===== config.mk =====
export PLATFORM = sky130hd
export DESIGN_NAME = dba_ctrl
export DESIGN_NICKNAME = d
export VERILOG_FILES = /design/src/design/dba_pkg.sv /design/src/design/dba_ctrl.sv
export VERILOG_INCLUDE_DIRS = /design/src /design/src/design
export SDC_FILE = /design/constraint.sdc
export NUM_CORES = 1
export LEC_CHECK = 0
export BUFFER_PORTS_ARGS = -buffer_cell sky130_fd_sc_hd__buf_2
export CORE_ASPECT_RATIO = 1.1
export CORE_MARGIN = 3
export CORE_UTILIZATION = 52
export CTS_CLUSTER_SIZE = 40
export DETAILED_ROUTE_END_ITERATION = 10
export GPL_TIMING_DRIVEN = 0
export PLACE_DENSITY = 0.9
export SLEW_MARGIN = 5
export SYNTH_ARGS = -nofsm -noshare
export SYNTH_HDL_FRONTEND = slang
export SYNTH_SLANG_ARGS = --single-unit

===== constraint.sdc =====
create_clock -name i_clk -period 3.6 [get_ports i_clk]
set_input_delay 0.18 -clock i_clk [delete_from_list [all_inputs] [get_ports i_clk]]
set_output_delay 0.18 -clock i_clk [all_outputs]
set_load 0.02 [all_outputs]

===== src/design/disk_block_allocator_macros.svh =====
// Assertion macros used by the allocator control RTL.
`ifndef DISK_BLOCK_ALLOCATOR_MACROS_SVH
`define DISK_BLOCK_ALLOCATOR_MACROS_SVH

// Same-cycle implication, checked out of reset.
`define DBA_ASSERT_NOW(label, clk, rst_n, ante, cons) \
    label: assert property (@(posedge clk) disable iff (!(rst_n)) (ante) |-> (cons)) \
        else $error("allocator check failed");

// Next-cycle implication, checked out of reset.
`define DBA_ASSERT_NEXT(label, clk, rst_n, ante, cons) \
    label: assert property (@(posedge clk) disable iff (!(rst_n)) (ante) |=> (cons)) \
        else $error("allocator check failed");

`endif


===== src/design/dba_pkg.sv =====
// Shared types and constants of the disk block allocator.
`default_nettype none
package dba_pkg;

    localparam int MAX_BLOCKS = 4096;
    localparam int BLK_W      = $clog2(MAX_BLOCKS);
    localparam int CNT_W      = BLK_W + 1;
    localparam int CFG_W      = 13;
    localparam int IN_DATA_W  = 16;
    localparam int OUT_DATA_W = 16;
    localparam int OUT_USER_W = 3;

    localparam logic [CNT_W-1:0] MAX_CNT   = CNT_W'(MAX_BLOCKS);
    localparam logic [CFG_W-1:0] CFG_RESET = CFG_W'(4096);

    typedef enum logic {
        FN_ALLOC = 1'b0,
        FN_FREE  = 1'b1
    } t_func;

    typedef enum logic [1:0] {
        ST_OK         = 2'd0,
        ST_NO_SPACE   = 2'd1,
        ST_STACK_FULL = 2'd2
    } t_status;

    // Outcome of one request, decided at accept time.
    typedef struct packed {
        logic [BLK_W-1:0] granted;
        t_status          status;
        logic             pop;
    } t_dec;

endpackage
`default_nettype wire


===== src/design/dba_ctrl.sv =====
// Allocation control: bump counter, stack pointer and block count register.
`default_nettype none
`include "disk_block_allocator_macros.svh"
module dba_ctrl (
    input  wire                       i_clk,
    input  wire                       i_rst_n,
    input  wire                       i_accept,
    input  wire                       i_func,
    input  wire [dba_pkg::BLK_W-1:0]  i_blk,
    input  wire                       i_cfg_we,
    input  wire [dba_pkg::CFG_W-1:0]  i_cfg_data,
    output dba_pkg::t_dec             o_dec,
    output logic                      o_wr_en,
    output logic [dba_pkg::BLK_W-1:0] o_wr_addr,
    output logic [dba_pkg::BLK_W-1:0] o_wr_data,
    output logic                      o_rd_en,
    output logic [dba_pkg::BLK_W-1:0] o_rd_addr
);
    import dba_pkg::*;

    logic [CFG_W-1:0] r_total;
    logic [CNT_W-1:0] r_next_fresh, n_next_fresh;
    logic [CNT_W-1:0] r_stack_count, n_stack_count;
    logic [CNT_W-1:0] lim;
    logic             fresh_ok;
    logic [CNT_W-1:0] pop_idx;

    // Clamp the configured count to the store size.
    assign lim      = (r_total > CFG_W'(MAX_BLOCKS)) ? MAX_CNT : CNT_W'(r_total);
    assign fresh_ok = r_next_fresh < lim;
    assign pop_idx  = r_stack_count - CNT_W'(1);

    always_comb begin
        o_dec         = '{granted: '0, status: ST_OK, pop: 1'b0};
        n_next_fresh  = r_next_fresh;
        n_stack_count = r_stack_count;
        o_wr_en       = 1'b0;
        o_rd_en       = 1'b0;
        o_wr_addr     = r_stack_count[BLK_W-1:0];
        o_wr_data     = i_blk;
        o_rd_addr     = pop_idx[BLK_W-1:0];
        case (t_func'(i_func))
            FN_ALLOC: begin
                if (fresh_ok) begin
                    o_dec.granted = r_next_fresh[BLK_W-1:0];
                    n_next_fresh  = r_next_fresh + CNT_W'(1);
                end else if (r_stack_count != '0) begin
                    o_dec.pop     = 1'b1;
                    o_rd_en       = i_accept;
                    n_stack_count = pop_idx;
                end else begin
                    o_dec.status = ST_NO_SPACE;
                end
            end
            FN_FREE: begin
                if (r_stack_count < MAX_CNT) begin
                    o_wr_en       = i_accept;
                    n_stack_count = r_stack_count + CNT_W'(1);
                end else begin
                    o_dec.status = ST_STACK_FULL;
                end
            end
            default: o_dec.status = ST_OK;
        endcase
    end

    always_ff @(posedge i_clk) begin
        if (!i_rst_n) begin
            r_total       <= CFG_RESET;
            r_next_fresh  <= '0;
            r_stack_count <= '0;
        end else begin
            if (i_cfg_we) begin
                r_total <= i_cfg_data;
            end
            if (i_accept) begin
                r_next_fresh  <= n_next_fresh;
                r_stack_count <= n_stack_count;
            end
        end
    end

    `DBA_ASSERT_NOW(a_count_bound, i_clk, i_rst_n, 1'b1, r_stack_count <= MAX_CNT)
    `DBA_ASSERT_NOW(a_fresh_bound, i_clk, i_rst_n, 1'b1, r_next_fresh <= MAX_CNT)
    `DBA_ASSERT_NOW(a_pop_only_when_spent, i_clk, i_rst_n, i_accept && o_dec.pop, !fresh_ok && r_stack_count != '0)
    `DBA_ASSERT_NEXT(a_push_grows, i_clk, i_rst_n, i_accept && o_wr_en, r_stack_count == $past(r_stack_count) + CNT_W'(1))

endmodule
`default_nettype wire


# ---- After elaboration in Yosys (flattened, before gate mapping)
# Cells that the tools add are included.
dict set report classes {
  add_sub_neg 3
  magnitude_cmp 3
  n_eq_ne 3
  n_mux 18
  n_bitwise 1
  reduce_logical 3
}
# cell n
set op_table {}
lappend op_table {{two-way mux 13 bit} 4}
lappend op_table {{adder 13 x 1 -> 13 bit, second input constant} 2}
lappend op_table {{case mux 13 bit (2 select lines)} 1}
lappend op_table {{two-way mux 12 bit} 2}
lappend op_table {{greater-than comparator 13 bit, second input constant} 1}
lappend op_table {{less-than comparator 13 bit} 1}
lappend op_table {{less-than comparator 13 bit, second input constant} 1}
lappend op_table {{nonzero test 13 bit} 1}
lappend op_table {{subtractor 13 x 1 -> 13 bit, second input constant} 1}
lappend op_table {{two-way mux 1 bit} 8}
lappend op_table {{!= test 2 bit, second input constant} 2}
lappend op_table {{case mux 2 bit (2 select lines)} 1}
lappend op_table {{AND reduction 4 bit} 1}
lappend op_table {{two-way mux 3 bit} 1}
lappend op_table {{AND reduction 3 bit} 1}
lappend op_table {{two-way mux 2 bit} 1}
lappend op_table {{!= test 2 x 1 -> 1 bit, second input constant} 1}
lappend op_table {{NOT 1 bit} 1}
dict set report totals {
  reg_bits 39
  inputBits 30
  out_inout_bits 53
  word_cells 34
}

# ---- Depth between registers and ports, before layout
dict set report logic_depth {
  ltp_word 5
  ltp_mapped 12
  mapped_depth_nobuf 9
}

# ---- Worst setup path after synthesis
# No wires, ideal clock.
dict set report synth_path {
  path_type {register to register}
  startpoint {reg r_total[12]}
  endpoint {reg r_next_fresh[5]}
  setup_ns 0.070
  arrival_time_ns 2.465
  t_required_ns 3.530
  slack_ns 1.064
  stages_incl_launch_ff 11
  path_buffers 1
  period_less_slack_ns 2.536
  path_cell_list {dfxtp_1 > inv_1 > clkbuf_1 > nand2_1 > ha_1 > a21oi_1 > o21ai_0 > o21ai_1 > nand4_1 > or4_1 > a21oi_1}
}
dict set report synth_via {
  elab_chain_cells 4
}
# element line_no
set synth_rtl {}
lappend synth_rtl {{start, declared} dba_ctrl.sv:21} ;# logic [CFG_W-1:0] r_total;
lappend synth_rtl {{start signal, assigned} dba_ctrl.sv:74} ;# r_total <= i_cfg_data;
lappend synth_rtl {{greater-than comparator 13 bit} dba_ctrl.sv:29} ;# assign lim = (r_total > CFG_W'(MAX_BLOCKS)) ? MAX_CNT : CNT_W'(r_total);
lappend synth_rtl {{two-way mux 13 bit *} dba_ctrl.sv:29}
lappend synth_rtl {{less-than comparator 13 bit *} dba_ctrl.sv:30} ;# assign fresh_ok = r_next_fresh < lim;
lappend synth_rtl {{AND reduction 3 bit (no line) *} n/a}
lappend synth_rtl {{end signal, assigned} dba_ctrl.sv:77} ;# r_next_fresh <= n_next_fresh;
lappend synth_rtl {{end, declared} dba_ctrl.sv:22} ;# logic [CNT_W-1:0] r_next_fresh, n_next_fresh;
# Every way passes the cells marked *; elsewhere a longest branch is shown, timed or not.
# A chain may end at the register's enable or synchronous reset.

==> results.toml <==
[outcome]
run_status = "completed"

[synthesis]
yosysTopAreaCellShare_pct = 29.0
synth_edf_count = 0
syn-num-nets = 387
yosys-top-cells-area = "dfxtp_1 29%, ha_1 7.4%, buf_4 7.3%, mux2i_1 5.2%, a21oi_1 5.0%"
synth_mux_area_share_pct = 5.21
ys_async_sr_fraction_pct = 0
synth_top_family_by_area = "simple AND/OR/NAND/NOR gates"
synth-compound-area-share_pct = 15.1
syn_area_per_cell_um2 = 7.89
syn_inst = 341
synthAdderAreaFrac_pct = 7.44
ys_ff_latch = 39
yosys_warnings = 0
yosysUniqueCellTypes = 47
synth_area_um2 = 2690
synth_xor_area_share_pct = 4.23
synth.largest_area_cell = "dfxtp_1"
synthFlopType = "dfxtp_1"
yosys.area_share.simple_pct = 27.4
yosysSeqAreaShare_pct = 29.0

[clock_network]
cts.reportedPaths.clkPinSlew_ns = 0.08
clk_latency_ns = 0.30
cts.path.max_buffers = 2
root_buffer = "clkbuf_8"
clock-sinks = 39
htreeDepth = 2
cts_tree = "yes"
cts_buffers = 5
ctsHoldBuffers = 0

[worst_hold_path]
min_path_type = "input port to flip-flop"
worstHoldPathCells = 3

[die]
die_h_um = 81.5
fp.dieW_um = 74.6
die-area_um2 = 6080
row_count = 26
core_um2 = 4810
num_io_pins = 83
initial_core_util_pct = 55.9

[power_and_ir_drop]
cellLeakagePower_nw = 1.43
power.internal_uw = 815
p_clk_share_pct = 21.9
p_switching_uw = 524
power_density_nw_per_um2 = 420
switching_share_pct = 39.1
combPwrFrac_pct = 42.4
seqPwrFrac_pct = 35.7
peakVddDrop_v = 0.000211

[layout]
area_delta_synth_final_pct = 18.4
final_nets = 462
stdcell_count = 473
drive_gt1_share_pct = 27.3
mostFrequentLayoutCells = "71 x buf_2, 39 x dfxtp_1, 34 x nand2_1"
n_antenna_cell = 0
final_common_cell = "buf_2"
fin_area_um2 = 3190

[timing]
fin_skew_ns = 0.0138
worst_pin_slew_ns = 0.577
max_slew_margin_pct = 61.5
finalHoldViolations = 0
min_period_over_period_pct = 88.2
holdWs_ns = 0.0973
min_period_ns = 3.18
fmax_mhz = 315
rsz0062_at_grt = "false"
setup_violations = 0
fin_setup_tns_ns = 0
slew_viol_final = 0

[detailed_routing]
dr.pass1.iters = 5
antenna_left = 0
routed_wl_um = 6880
drt-initial-drc-count = 217
routedWlPerCell_um = 14.5
drc = 0
avgViaCountPerCell = 5.77
dr_total_vias = 2729

[place]
place_congestion = 0.859
portBuffers = 68
place_area_um2 = 3100
hpwl_um = 5240
dp.cells = 465

[grt]
grt_pass1_wl_um = 11000
grt_pass1_vias = 2454
antenna_found_initial = 0
grt_max_degree = 12
overflow = 0
track_usage_pct = 22.9

[job]
cap_violations = 0

[critical_path]
endpoint_kind = "primary output"
crit_required_ns = 3.42
start_kind = "flip-flop"
reg2reg_depth = 12
worstPathArrival_ns = 3.00
path_class = "flip-flop to primary output"
path_max_fanout = 10
-- metal layers --
layer	vias up	GRT usage (%)	wire length [um]
met2	156	41.6	3490
li1	1339	-	-
met3	16	4.04	534
met5	-	0	0
met1	1218	26.6	2740
met4	0	8.36	116
-- stage by stage --
step                      utilization [%]  power [mW]  setup slack, ns
after floorplan                         -       0.900             1.06
after global placement               64.4        1.04            0.607
after detailed placement             64.4        1.05            0.433
after CTS                            66.1        1.34            0.227
after global routing                 66.2        1.42           0.0660
final                                66.2        1.34            0.424
-- power groups by stage --
stage	Clock [mW]	Sequential, mW	Combinational, mW
3_5_place_dp	0	0.488	0.565
3_3_place_gp	0	0.487	0.551
4_1_cts	0.296	0.478	0.565
2_1_floorplan	0	0.482	0.418
5_1_grt	0.315	0.482	0.622
6_report	0.293	0.479	0.567
-- final timing paths --
path	from	slack [ns]	endpoint
min	i_cfg_data[12]	0.1	r_total[12]
min reg2reg	r_total[8]	0.49	r_total[8]
max reg2reg	r_total[12]	0.54	r_stack_count[5]
max	r_total[12]	0.42	o_dec[9]
-- cell families after synthesis --
family,count (synthesis)
AND/OR/NAND/NOR,139
AO/OA/AOI/OAI,67
buffers and inverters,53
flip-flops,39
adder cells (fa/ha/maj),16
multiplexers,14
XOR/XNOR,13
-- synth_stat cells, types with 3 or more instances --
| master | n |
|---|---|
| nor4_1 | 4 |
| and2_1 | 14 |
| or3_1 | 12 |
| inv_1 | 8 |
| nor2_1 | 27 |
| and3_1 | 3 |
| o21ai_0 | 13 |
| o22ai_1 | 3 |
| nand4_1 | 9 |
| o31ai_1 | 6 |
| clkbuf_1 | 13 |
| or4_1 | 5 |
| buf_2 | 3 |
| buf_4 | 26 |
| nand3_1 | 10 |
| a41oi_1 | 3 |
| xnor2_1 | 7 |
| ha_1 | 16 |
| dfxtp_1 | 39 |
| mux2i_1 | 14 |
| a21oi_1 | 27 |
| xor2_1 | 6 |
| o211ai_1 | 3 |
| nand2_1 | 34 |
| a31oi_1 | 3 |
| nor3_1 | 8 |
-- sequential cells by signal (all words and copies together), names as in the netlist --
signal         count
r_stack_count     13
r_next_fresh      13
r_total           13
-- area by class of cell --
| cell class | count | area, um^2 |
|---|---|---|
| Buffer | 45 | 283 |
| Inverter | 8 | 30.0 |
| Timing Repair Buffer | 68 | 340 |
| Clock inverter | 1 | 5.00 |
| Sequential cell | 39 | 781 |
| Multi-Input combinational cell | 249 | 1600 |
| Clock buffer | 7 | 76.3 |
| Tap cell | 56 | 70.1 |
| Fill cell | 436 | 1630 |
-- what timing repair did --
item,4_1_cts,5_1_grt
resized for setup,0,1
setup endpoints to repair,0,10
setup buffers,0,0
-- worst max-delay path: stages (launching register included) --
cell	delay (ns)
dfxtp_1	0.32
inv_1	0.11
clkbuf_1	0.35
nand2_1	0.11
ha_1	0.32
a21oi_1	0.15
o21ai_0	0.11
o21ai_2	0.33
and3_1	0.21
clkbuf_1	0.32
and2_1	0.20
buf_2	0.16
(Power assumes the default switching activity.)
